**src/hw/rtl/wpm_pkg.sv**
```systemverilog
// shared types and constants of the wildcard pattern matcher
package wpm_pkg;

	// code point width and the two glob characters
	localparam int CP_W = 21;
	localparam logic [CP_W-1:0] GLOB_STAR = 21'd42;
	localparam logic [CP_W-1:0] GLOB_ONE = 21'd63;

	// request kinds carried on s_tuser
	localparam int REQ_W = 2;
	localparam logic [REQ_W-1:0] REQ_CLEAR = 2'd0;
	localparam logic [REQ_W-1:0] REQ_APPEND = 2'd1;
	localparam logic [REQ_W-1:0] REQ_TARGET = 2'd2;
	localparam logic [REQ_W-1:0] REQ_END = 2'd3;

	// stream data widths, padded to whole bytes
	localparam int IN_DATA_W = 48;
	localparam int OUT_DATA_W = 8;

	// queue between front and back
	localparam int Q_DEPTH = 2;
	localparam int QPTR_W = $clog2(Q_DEPTH);
	localparam int QCNT_W = $clog2(Q_DEPTH + 1);

	// classified request as held in the queue
	typedef struct packed {
		logic [REQ_W-1:0] op;
		logic [CP_W-1:0] chr;
		logic is_star;
		logic is_one;
	} item_t;

	// queue head as seen by the back part
	typedef struct packed {
		logic valid;
		item_t item;
	} head_t;

endpackage

```
**src/hw/rtl/wpm_front.sv**
```systemverilog
// front part: accepts request beats, classifies them and queues them
module wpm_front (
	input  logic                              clk,
	input  logic                              arst_n,
	input  logic                              s_tvalid,
	output logic                              s_tready,
	input  logic [wpm_pkg::IN_DATA_W-1:0]     s_tdata,
	input  logic [wpm_pkg::REQ_W-1:0]         s_tuser,
	output wpm_pkg::head_t                    head,
	input  logic                              pop
);

	wpm_pkg::item_t                     mem_q [wpm_pkg::Q_DEPTH];
	logic [wpm_pkg::QPTR_W-1:0]         wr_ptr_q;
	logic [wpm_pkg::QPTR_W-1:0]         rd_ptr_q;
	logic [wpm_pkg::QCNT_W-1:0]         cnt_q;
	wpm_pkg::item_t                     in_item;
	logic                               push;

	// append carries the pattern code point, everything else the target one
	always_comb begin
		in_item.op = s_tuser;
		if (s_tuser == wpm_pkg::REQ_APPEND) begin
			in_item.chr = s_tdata[wpm_pkg::CP_W-1:0];
		end else begin
			in_item.chr = s_tdata[2*wpm_pkg::CP_W-1:wpm_pkg::CP_W];
		end
		in_item.is_star = (in_item.chr == wpm_pkg::GLOB_STAR);
		in_item.is_one = (in_item.chr == wpm_pkg::GLOB_ONE);
	end

	assign s_tready = (cnt_q != wpm_pkg::QCNT_W'(wpm_pkg::Q_DEPTH));
	assign push = s_tvalid && s_tready;

	assign head.valid = (cnt_q != '0);
	assign head.item = mem_q[rd_ptr_q];

	always_ff @(posedge clk) begin
		if (push) begin
			mem_q[wr_ptr_q] <= in_item;
		end
	end

	always_ff @(posedge clk or negedge arst_n) begin
		if (!arst_n) begin
			wr_ptr_q <= '0;
			rd_ptr_q <= '0;
			cnt_q <= '0;
		end else begin
			if (push) begin
				if (wr_ptr_q == wpm_pkg::QPTR_W'(wpm_pkg::Q_DEPTH - 1)) begin
					wr_ptr_q <= '0;
				end else begin
					wr_ptr_q <= wr_ptr_q + 1'b1;
				end
			end
			if (pop) begin
				if (rd_ptr_q == wpm_pkg::QPTR_W'(wpm_pkg::Q_DEPTH - 1)) begin
					rd_ptr_q <= '0;
				end else begin
					rd_ptr_q <= rd_ptr_q + 1'b1;
				end
			end
			case ({push, pop})
				2'b10: begin
					cnt_q <= cnt_q + 1'b1;
				end
				2'b01: begin
					cnt_q <= cnt_q - 1'b1;
				end
				default: begin
					cnt_q <= cnt_q;
				end
			endcase
		end
	end

endmodule

```
**src/hw/rtl/wpm_back.sv**
```systemverilog
// back part: pattern store, prefix vector update and result register
module wpm_back #(
	parameter int MAX_PATTERN = 32
) (
	input  logic                              clk,
	input  logic                              arst_n,
	input  wpm_pkg::head_t                    head,
	output logic                              pop,
	output logic                              m_tvalid,
	input  logic                              m_tready,
	output logic [wpm_pkg::OUT_DATA_W-1:0]    m_tdata
);

	localparam int N = MAX_PATTERN + 1;
	localparam int LV = $clog2(N);

	logic [MAX_PATTERN-1:0][wpm_pkg::CP_W-1:0] chr_q;
	logic [MAX_PATTERN-1:0]                    star_q;
	logic [MAX_PATTERN-1:0]                    one_q;
	logic [MAX_PATTERN-1:0]                    used_q;
	logic [MAX_PATTERN:0]                      end_q;
	logic [MAX_PATTERN:0]                      raw_q;
	logic [MAX_PATTERN:0]                      raw_nxt;
	logic [MAX_PATTERN:0]                      closed;
	logic                                      too_long_q;
	logic                                      out_valid_q;
	logic [wpm_pkg::OUT_DATA_W-1:0]            out_data_q;
	logic [LV:0][N-1:0]                        gl;
	logic [LV:0][N-1:0]                        pl;
	logic                                      out_free;
	logic                                      match_now;
	logic                                      is_append;

	// star closure as a parallel prefix: bit j takes bit j-1 through a star entry
	assign gl[0] = raw_q;
	assign pl[0] = {used_q & star_q, 1'b0};

	for (genvar l = 0; l < LV; l++) begin : g_lvl
		for (genvar j = 0; j < N; j++) begin : g_bit
			if (j >= (1 << l)) begin : g_op
				assign gl[l+1][j] = gl[l][j] | (pl[l][j] & gl[l][j-(1<<l)]);
				assign pl[l+1][j] = pl[l][j] & pl[l][j-(1<<l)];
			end else begin : g_pass
				assign gl[l+1][j] = gl[l][j];
				assign pl[l+1][j] = pl[l][j];
			end
		end
	end

	assign closed = gl[LV];

	always_comb begin
		raw_nxt[0] = 1'b0;
		for (int i = 0; i < MAX_PATTERN; i++) begin
			if (star_q[i]) begin
				raw_nxt[i+1] = used_q[i] & closed[i+1];
			end else begin
				raw_nxt[i+1] = used_q[i] & closed[i]
					& (one_q[i] | (chr_q[i] == head.item.chr));
			end
		end
	end

	assign match_now = !too_long_q && (|(closed & end_q));

	assign out_free = !out_valid_q || m_tready;
	assign pop = head.valid && ((head.item.op != wpm_pkg::REQ_END) || out_free);
	assign is_append = pop && (head.item.op == wpm_pkg::REQ_APPEND);

	// pattern entries, written at the slot marked by the one-hot length
	always_ff @(posedge clk) begin
		for (int i = 0; i < MAX_PATTERN; i++) begin
			if (is_append && end_q[i]) begin
				chr_q[i] <= head.item.chr;
				star_q[i] <= head.item.is_star;
				one_q[i] <= head.item.is_one;
			end
		end
	end

	always_ff @(posedge clk or negedge arst_n) begin
		if (!arst_n) begin
			used_q <= '0;
			end_q <= (MAX_PATTERN+1)'(1);
			raw_q <= (MAX_PATTERN+1)'(1);
			too_long_q <= 1'b0;
		end else if (pop) begin
			case (head.item.op)
				wpm_pkg::REQ_CLEAR: begin
					used_q <= '0;
					end_q <= (MAX_PATTERN+1)'(1);
					raw_q <= (MAX_PATTERN+1)'(1);
					too_long_q <= 1'b0;
				end
				wpm_pkg::REQ_APPEND: begin
					if (end_q[MAX_PATTERN]) begin
						too_long_q <= 1'b1;
					end else begin
						used_q <= used_q | end_q[MAX_PATTERN-1:0];
						end_q <= {end_q[MAX_PATTERN-1:0], 1'b0};
					end
					raw_q <= (MAX_PATTERN+1)'(1);
				end
				wpm_pkg::REQ_TARGET: begin
					raw_q <= raw_nxt;
				end
				default: begin
					raw_q <= (MAX_PATTERN+1)'(1);
				end
			endcase
		end
	end

	always_ff @(posedge clk or negedge arst_n) begin
		if (!arst_n) begin
			out_valid_q <= 1'b0;
		end else if (pop && (head.item.op == wpm_pkg::REQ_END)) begin
			out_valid_q <= 1'b1;
		end else if (m_tready) begin
			out_valid_q <= 1'b0;
		end
	end

	always_ff @(posedge clk) begin
		if (pop && (head.item.op == wpm_pkg::REQ_END)) begin
			out_data_q <= {(wpm_pkg::OUT_DATA_W-2)'(0), too_long_q, match_now};
		end
	end

	assign m_tvalid = out_valid_q;
	assign m_tdata = out_data_q;

endmodule

```
**src/hw/rtl/wildcard_pattern_matcher.sv**
```systemverilog
// top level of the streaming glob matcher over code points
// result path: an end-of-target beat is queued, then popped into the result register
// throughput: one beat per cycle unless a result stalls; combinational prefix update
// a result waiting on m_tready holds the next end-of-target beat at the queue head;
// beats behind it wait too, the two-entry queue fills and s_tready drops
// reset (arst_n low) empties the queue, drops any pending result, clears the pattern
// and leaves only the empty prefix active; stored code points are not cleared
module wildcard_pattern_matcher #(
	parameter int MAX_PATTERN = 32
) (
	input  logic                              clk,
	input  logic                              arst_n,
	// request stream
	input  logic                              s_tvalid,
	output logic                              s_tready,
	// [20:0] pattern_char, [41:21] target_char, [47:42] zero
	input  logic [wpm_pkg::IN_DATA_W-1:0]     s_tdata,
	// [1:0] req_type
	input  logic [wpm_pkg::REQ_W-1:0]         s_tuser,
	// result stream, one beat per end of target
	output logic                              m_tvalid,
	input  logic                              m_tready,
	// [0] match, [1] overflow, [7:2] zero
	output logic [wpm_pkg::OUT_DATA_W-1:0]    m_tdata
);

	// queue head handed from front to back, and the back's pop
	wpm_pkg::head_t head;
	logic           pop;

	// front: classify the beat (star, question mark, literal) and queue it
	wpm_front u_front (
		.clk      (clk),
		.arst_n   (arst_n),
		.s_tvalid (s_tvalid),
		.s_tready (s_tready),
		.s_tdata  (s_tdata),
		.s_tuser  (s_tuser),
		.head     (head),
		.pop      (pop)
	);

	// back: pattern store, active prefix vector with star closure, result register
	wpm_back #(
		.MAX_PATTERN (MAX_PATTERN)
	) u_back (
		.clk      (clk),
		.arst_n   (arst_n),
		.head     (head),
		.pop      (pop),
		.m_tvalid (m_tvalid),
		.m_tready (m_tready),
		.m_tdata  (m_tdata)
	);

endmodule

```
**config.mk**
```make
export PLATFORM = sky130hd
export DESIGN_NAME = wildcard_pattern_matcher
export DESIGN_NICKNAME = d
export VERILOG_FILES = /design/src/hw/rtl/wpm_pkg.sv /design/src/hw/rtl/wpm_front.sv /design/src/hw/rtl/wpm_back.sv /design/src/hw/rtl/wildcard_pattern_matcher.sv
export SDC_FILE = /design/constraint.sdc
export NUM_CORES = 1
export LEC_CHECK = 0
export BUFFER_PORTS_ARGS = -buffer_cell sky130_fd_sc_hd__buf_2
export CAP_MARGIN = 10
export CORE_MARGIN = 8
export CORE_UTILIZATION = 47
export DETAILED_ROUTE_END_ITERATION = 6
export HOLD_SLACK_MARGIN = 0.12
export SYNTH_ARGS = -nofsm -noshare
export SYNTH_HDL_FRONTEND = slang
export SYNTH_HIERARCHICAL = 1
export SYNTH_SLANG_ARGS = --single-unit
```
**constraint.sdc**
```tcl
create_clock -name clk -period 3.8 [get_ports clk]
set_input_delay 0.76 -clock clk [delete_from_list [all_inputs] [get_ports clk]]
set_output_delay 0.76 -clock clk [all_outputs]
set_load 0.1 [all_outputs]
```
==> results.sh, run 1 <==
export IMPL_max_freq_mhz=303
export IMPL_power_switching_uw=10000
export IMPL_h_tree_depth=3
export IMPL_fin_crit_sh_pct=86.7
export IMPL_track_usage_pct=20.4
export IMPL_ys_types=85
export IMPL_vias_per_cell=5.64
export IMPL_p_int_uw=20400
export IMPL_finClkSkew_ns=0.0242
export IMPL_vias=21700
export IMPL_routabilityCongestion=0.880
export IMPL_start_util_pct=47.4
export IMPL_drt_wl_total_um=93400
export IMPL_path_cells="buf_12, mux2_4, buf_4, buf_4, xnor2_1, nand4_1, nor4_1, a31oi_1, or3_1, o21ai_0, a32o_1"
export IMPL_cts_setup_buffers=0
export IMPL_rr_startpoint="u_front/rd_ptr_q"
export IMPL_combPwrFrac_pct=29.8
export IMPL_io_pins=64
export IMPL_hpwl_um=59000
export IMPL_whs_ns=0.352
export IMPL_drc=0
export IMPL_diodes=0
export IMPL_grt_max_degree=73
export IMPL_synthAdderAreaFrac_pct=0.0328
export IMPL_cp_startpoint="u_front/rd_ptr_q"
export IMPL_synth_simple_area_share_pct=6.96
export IMPL_wire_per_inst_um=24.3
export IMPL_share_seq_of_total_power_pct=40.4
export IMPL_grt_first_pass_wirelength_um=141000
export IMPL_critPathCaptureType="flop"
export IMPL_synth_commonest_cells="788 x edfxtp_1, 428 x xor2_1, 249 x xnor2_1"
export IMPL_dieArea_um2=90500
export IMPL_grt_pass1_vias=22000
export IMPL_die_h_um=301
export IMPL_layout_drive_gt1_share_pct=15.1
export IMPL_clkPwrFrac_pct=29.8
export IMPL_outcome="complete, no violations"
export IMPL_worstPathArrival_ns=3.86
export IMPL_slowest_stage="buf_4"
export IMPL_start_kind="flop"
export IMPL_postRouteAntennaNets=0
export IMPL_muxShareOfSynthArea_pct=1.46
export IMPL_rsz0062_at_grt="no"
export IMPL_hold_viol_final=0
export IMPL_final_max_slew_viol_count=0
export IMPL_die_w_um=301
export IMPL_tightestPinTransition_ns=0.905
export IMPL_cp_common_cell="buf_4"
export IMPL_synth_area_leaders="edfxtp_1 62%, xor2_1 9.8%, dfrtp_1 6.7%"
export IMPL_yosysSeqAreaShare_pct=68.9
export IMPL_clockRootBuffer="clkbuf_16"
export IMPL_synth_flop_cell="edfxtp_1"
export IMPL_synth_xor_area_share_pct=15.5
export IMPL_place_ws_ns=0.502
export IMPL_synth_top_family_by_area="XOR/XNOR gates"
export IMPL_async_reset_ff_share_pct=11.7
export IMPL_gr_total_overflow=0
export IMPL_yosys_register_bits=892
export IMPL_yosysWarnings=6
export IMPL_p_per_area_nw_per_um2=696
export IMPL_core_area_um2=80400
export IMPL_fin_ws_ns=0.504
export IMPL_ir_worst_vdd_mv=0.700
export IMPL_min_delay_start="s_tuser[0]"
export IMPL_syn_area_um2=38100
export IMPL_cp_top_family="buffers and inverters"
export IMPL_finalCriticalPeriod_ns=3.30
export IMPL_yosysTopAreaCellShare_pct=62.0
export IMPL_hold_buffers=1
export IMPL_synth_compound_area_share_pct=5.45
export IMPL_switching_share_pct=32.9
export IMPL_syn_instance_count=2535
export IMPL_p_leak_uw=0.0149
export IMPL_hold_path_class="in2reg"
export IMPL_worst_ep_required_time_ns=4.36
export IMPL_cts_resized=0
export IMPL_cts_tree="built"
export IMPL_path_max_fanout=27
export IMPL_avgSynthCellArea_um2=15.0
export IMPL_n_fill_cell=6494
export IMPL_port_buffers=51
export IMPL_drt_initial_drc_count=2013
export IMPL_antenna_found_initial=2
export IMPL_clk_pin_slew_ns=0.06
export IMPL_area_growth_pct=14.6
export IMPL_timing_worst_setup_path_type="reg2reg"
export IMPL_finalSetupViolCount=0
export IMPL_synth_most_common_cell="edfxtp_1"
export IMPL_clock_path_buffers=3
export IMPL_crit_buf_inv=3
export IMPL_relSlewSlack_pct=39.7
export IMPL_cpPeakStageDelay_ns=0.51
export IMPL_yosys_area_top_type="edfxtp_1"
export IMPL_rows=104
export IMPL_clock_latency_ns=0.64
export IMPL_clkSinkCount=892
export IMPL_fin_setup_tns_ns=0
export IMPL_drt_pass1_iterations=5
export IMPL_cap_viol_max_count=0
export IMPL_fin_nets=2766
export IMPL_cts_buffers=93
export IMPL_synth_edf_count=788
state kept, by name, indices dropped and copies added, names as in the netlist:
| name | count |
|---|---|
| u_back/m_tvalid | 1 |
| u_back/used_q | 32 |
| u_front/cnt_q | 2 |
| u_back/m_tdata | 2 |
| u_back/raw_q | 33 |
| u_back/one_q | 32 |
| u_front/rd_ptr_q | 1 |
| u_back/too_long_q | 1 |
| u_front/mem_q | 50 |
| u_back/star_q | 32 |
| u_back/chr_q | 672 |
| u_back/end_q | 33 |
| u_front/wr_ptr_q | 1 |
power groups by stage:
stage	sequential (uW)	combinational [uW]	clock [uW]
6_report	12300	9080	9060
5_1_grt	12300	9760	9620
4_1_cts	12300	9200	9250
3_5_place_dp	12500	9150	0
3_3_place_gp	12500	9000	0
2_1_floorplan	12500	5330	0
through the flow:
step                      total power, uW  instances  instance area (um2)  utilization (%)
after floorplan                     17900       2540                38200                -
after global placement              21500       3674                40600             50.5
after detailed placement            21700       3674                40600             50.5
after CTS                           30800       3847                43700             54.3
after global routing                31700       3848                43700             54.4
final                               30400       3848                43700             54.4
logic make-up after synthesis:
kind of cell    after synthesis
simple gates                478
compound gates              294
other cells                   1
flops                       892
xor+xnor                    677
mux                          49
fa+ha+maj                     1
buf+inv                     143
final timing paths:
check                                        to  slack, ns  cells past startpoint
min reg2reg                    u_front/cnt_q[1]       0.49                      1
max                            u_back/raw_q[15]       0.50                     11
max in group asynchronous      u_front/rd_ptr_q       2.35                      3
min in group asynchronous      u_back/end_q[29]       0.63                      2
max reg2reg                    u_back/raw_q[15]       0.50                     11
min                        u_front/mem_q[0][23]       0.35                      1
cell usage in the layout, fill, tap and decap left out, types with 18 or more instances in the layout:
cell,n
xnor2_1,249
clkinv_2,19
buf_2,50
nor2_1,68
a32o_1,18
edfxtp_1,788
nor4_1,120
nand3_1,25
dfrtp_1,102
a31oi_1,37
xor2_1,428
nor3_1,30
buf_4,127
a21oi_1,58
clkbuf_1,22
mux2_4,23
inv_1,20
a22o_1,31
buf_12,20
o21ai_0,46
nand4_1,89
clkbuf_16,95
mux2_2,23
and3_1,33
nand2_1,61
layout make-up:
| class | count | area, um2 | share of cell area, % |
|---|---|---|---|
| clock buffer | 130 | 2640 | 6.03 |
| timing repair buffer | 199 | 1640 | 3.75 |
| multi-input combinational | 1505 | 11400 | 26.0 |
| clock inverter | 42 | 417 | 0.953 |
| tap | 1060 | 1330 | 3.03 |
| inverter | 20 | 75.1 | 0.172 |
| sequential | 892 | 26300 | 60.1 |
metal layers:
metal | wire length [um] | GRT usage [%] | up-vias
met1 | 43200 | 29.6 | 11100
li1 | - | - | 9856
met3 | 4590 | 2.92 | 129
met4 | 1980 | 5.26 | 0
met5 | 0 | 0 | -
met2 | 43700 | 32.3 | 621
No activity file was read; power rests on OpenSTA's default activity.
==> inputs of run 2 (changes only) <==
ABC_AREA = 1   (was unset)
==> run 2 against run 1 <==
Against the previous run:
- first-iteration DRC count decreased by 19%
- area after synthesis is 7.2% higher
- non-clock buffer count down 38
- via count is 12% higher
- maximum frequency is 7.6% higher
- critical endpoint is now u_back/raw_q[24]
==> results.sh, run 2 <==
export IMPL_cap_viol_max_count=0
export IMPL_clock_path_buffers=3
export IMPL_r2r_cells=11
export IMPL_path_max_fanout=52
export IMPL_rsz0062_at_grt="no"
export IMPL_clock_latency_ns=0.65
export IMPL_synth_flop_cell="edfxtp_1"
export IMPL_relSlewSlack_pct=36.6
export IMPL_rr_startpoint="u_front/rd_ptr_q"
export IMPL_dieArea_um2=96700
export IMPL_io_pins=64
export IMPL_cts_setup_buffers=0
export IMPL_r2r_slack_ns=0.74
export IMPL_reg_top3="u_back/chr_q (672), u_front/mem_q (50)"
export IMPL_n_fill_cell=7458
export IMPL_ir_worst_vdd_mv=0.643
export IMPL_cts_buffers=95
export IMPL_final_common_cell="edfxtp_1"
export IMPL_reg2reg_to="u_back/raw_q[24]"
export IMPL_async_reset_ff_share_pct=11.7
export IMPL_yosysSeqAreaShare_pct=64.3
export IMPL_grt_first_pass_wirelength_um=144000
export IMPL_clkSinkCount=892
export IMPL_drt_wl_total_um=94800
export IMPL_gr_total_overflow=0
export IMPL_hold_viol_final=0
export IMPL_synth_area_leaders="edfxtp_1 58%, xnor2_1 7.2%, dfrtp_1 6.2%"
export IMPL_worstPathArrival_ns=3.61
export IMPL_yosys_area_top_type="edfxtp_1"
export IMPL_clockRootBuffer="clkbuf_16"
export IMPL_cpPeakStageDelay_ns=0.81
export IMPL_yosysWarnings=6
export IMPL_syn_area_um2=40900
export IMPL_cts_resized=0
export IMPL_finalNonFillerCells=4773
export IMPL_slowest_stage="mux2_4"
export IMPL_wire_per_inst_um=19.9
export IMPL_layout_drive_gt1_share_pct=19.1
export IMPL_fin_nets=3591
export IMPL_critPathCaptureType="flop"
export IMPL_p_per_area_nw_per_um2=655
export IMPL_max_freq_mhz=326
export IMPL_die_w_um=311
export IMPL_yosysTopAreaCellShare_pct=57.9
export IMPL_yosys_register_bits=892
export IMPL_grt_pass1_vias=23900
export IMPL_rows=108
export IMPL_whs_ns=0.229
export IMPL_start_util_pct=47.3
export IMPL_drt_initial_drc_count=1632
export IMPL_avgSynthCellArea_um2=12.0
export IMPL_timing_worst_setup_path_type="reg2reg"
export IMPL_h_tree_depth=3
export IMPL_vias=24400
export IMPL_cp_top_family="simple AND/OR/NAND/NOR gates"
export IMPL_clk_pin_slew_ns=0.06
export IMPL_top_register="u_back/chr_q"
export IMPL_cp_common_cell="nand2_1"
export IMPL_antenna_found_initial=0
export IMPL_hold_path_class="in2async"
export IMPL_worst_ep_required_time_ns=4.35
export IMPL_synth_edf_count=788
export IMPL_synth_commonest_cells="788 x edfxtp_1, 568 x nand2_1, 338 x xnor2_1"
export IMPL_fin_crit_sh_pct=80.6
export IMPL_fin_setup_tns_ns=0
export IMPL_area_growth_pct=12.2
export IMPL_hold_buffers=0
export IMPL_finalCriticalPeriod_ns=3.06
export IMPL_finalSetupViolCount=0
export IMPL_synth_most_common_cell="edfxtp_1"
export IMPL_ys_types=52
export IMPL_postRouteAntennaNets=0
export IMPL_crit_buf_inv=1
export IMPL_finClkSkew_ns=0.0330
export IMPL_grt_max_degree=59
export IMPL_track_usage_pct=19.3
export IMPL_cts_tree="built"
export IMPL_largest_reg_flops=672
export IMPL_drt_pass1_iterations=7
export IMPL_hpwl_um=62100
export IMPL_final_max_slew_viol_count=0
export IMPL_drc=0
export IMPL_cp_startpoint="u_front/rd_ptr_q"
export IMPL_start_kind="flop"
export IMPL_syn_instance_count=3399
export IMPL_core_area_um2=86500
export IMPL_routabilityCongestion=0.919
export IMPL_vias_per_cell=5.11
export IMPL_most_common_layout_cells="788 x edfxtp_1, 566 x nand2_1, 338 x xnor2_1"
export IMPL_p_leak_uw=0.0165
export IMPL_port_buffers=51
export IMPL_numPlacedInstances=4594
export IMPL_tightestPinTransition_ns=0.951
export IMPL_die_h_um=311
export IMPL_outcome="complete, no violations"
export IMPL_path_cells="buf_12, mux2_4, xnor2_1, nand2_1, nor4_1, nand3_1, nand2_1, nand3_1, o21ai_0, nand2_1, o21ai_1"
## run 2: cell types whose count changed after synthesis, moves of 37 or more
cell / change
nand2_1: +507
xor2_1: -266
inv_1: +251
nand3_1: +138
or2_2: +136
nor2_1: +116
xnor2_1: +89
nor4_1: -70
nand2_2: +53
a31oi_1: -37
## run 2: cell type report
type	instances	area [um2]	area share, %
Multi-Input combinational cell	2095	12800	28.0
Antenna cell	1	2.50	0.00546
Tap cell	1155	1450	3.15
Inverter	291	1100	2.40
Clock inverter	51	402	0.876
Clock buffer	127	2600	5.67
Sequential cell	892	26300	57.3
Timing Repair Buffer	161	1220	2.66
## run 2: worst max path at each step
stage | end | slack, ns | depth (start not counted)
detailed placement | u_back/raw_q[24] | 0.72 | 11
global placement | u_back/raw_q[16] | 0.73 | 12
finish | u_back/raw_q[24] | 0.74 | 11
global route | u_back/raw_q[16] | 0.47 | 12
floorplan | u_back/chr_q[0] | 0.90 | 8
CTS | u_back/raw_q[24] | 0.68 | 11
## run 2: per-layer routing
layer	vias up	track usage [%]	wire, um	part of all wire (%)
li1	11800	-	-	-
met2	533	31.8	44700	47
met5	-	0	0	0
met4	0	6.38	2860	3.0
met1	11900	26.2	42900	45
met3	138	2.94	4350	4.6
## run 2: report_power, final
part | switching, uW | internal (uW) | total [uW]
Clock | 3690 | 5200 | 8900
Combinational | 6110 | 2890 | 9000
Sequential | 116 | 12000 | 12200
Total | 9920 | 20100 | 30100
## run 2: logic make-up after synthesis
kind of cell,count (synthesis),synth area share [%]
simple gates,1392,16.4
flops,892,64.3
xor+xnor,500,10.7
buf+inv,417,4.78
compound gates,171,3.09
mux,25,0.689
fa+ha+maj,1,0.0306
other cells,1,0.00917
## run 2: worst reg2reg max path: stages, from the launching register on
cell     delay, ns
dfrtp_1       0.39
buf_12        0.18
mux2_4        0.83
xnor2_1       0.26
nand2_1       0.08
nor4_1        0.52
nand3_1       0.23
nand2_1       0.16
nand3_1       0.09
o21ai_0       0.09
nand2_1       0.06
o21ai_1       0.08
## run 2: stage by stage
step / instance area [um2] / utilization [%] / setup WS [ns] / power [uW]
after floorplan: 40900 / - / 0.895 / 18600
after global placement: 42900 / 49.6 / 0.731 / 21300
after detailed placement: 42900 / 49.6 / 0.717 / 21500
after CTS: 45900 / 53.0 / 0.678 / 30400
after global routing: 45900 / 53.0 / 0.470 / 31500
final: 45900 / 53.0 / 0.737 / 30100
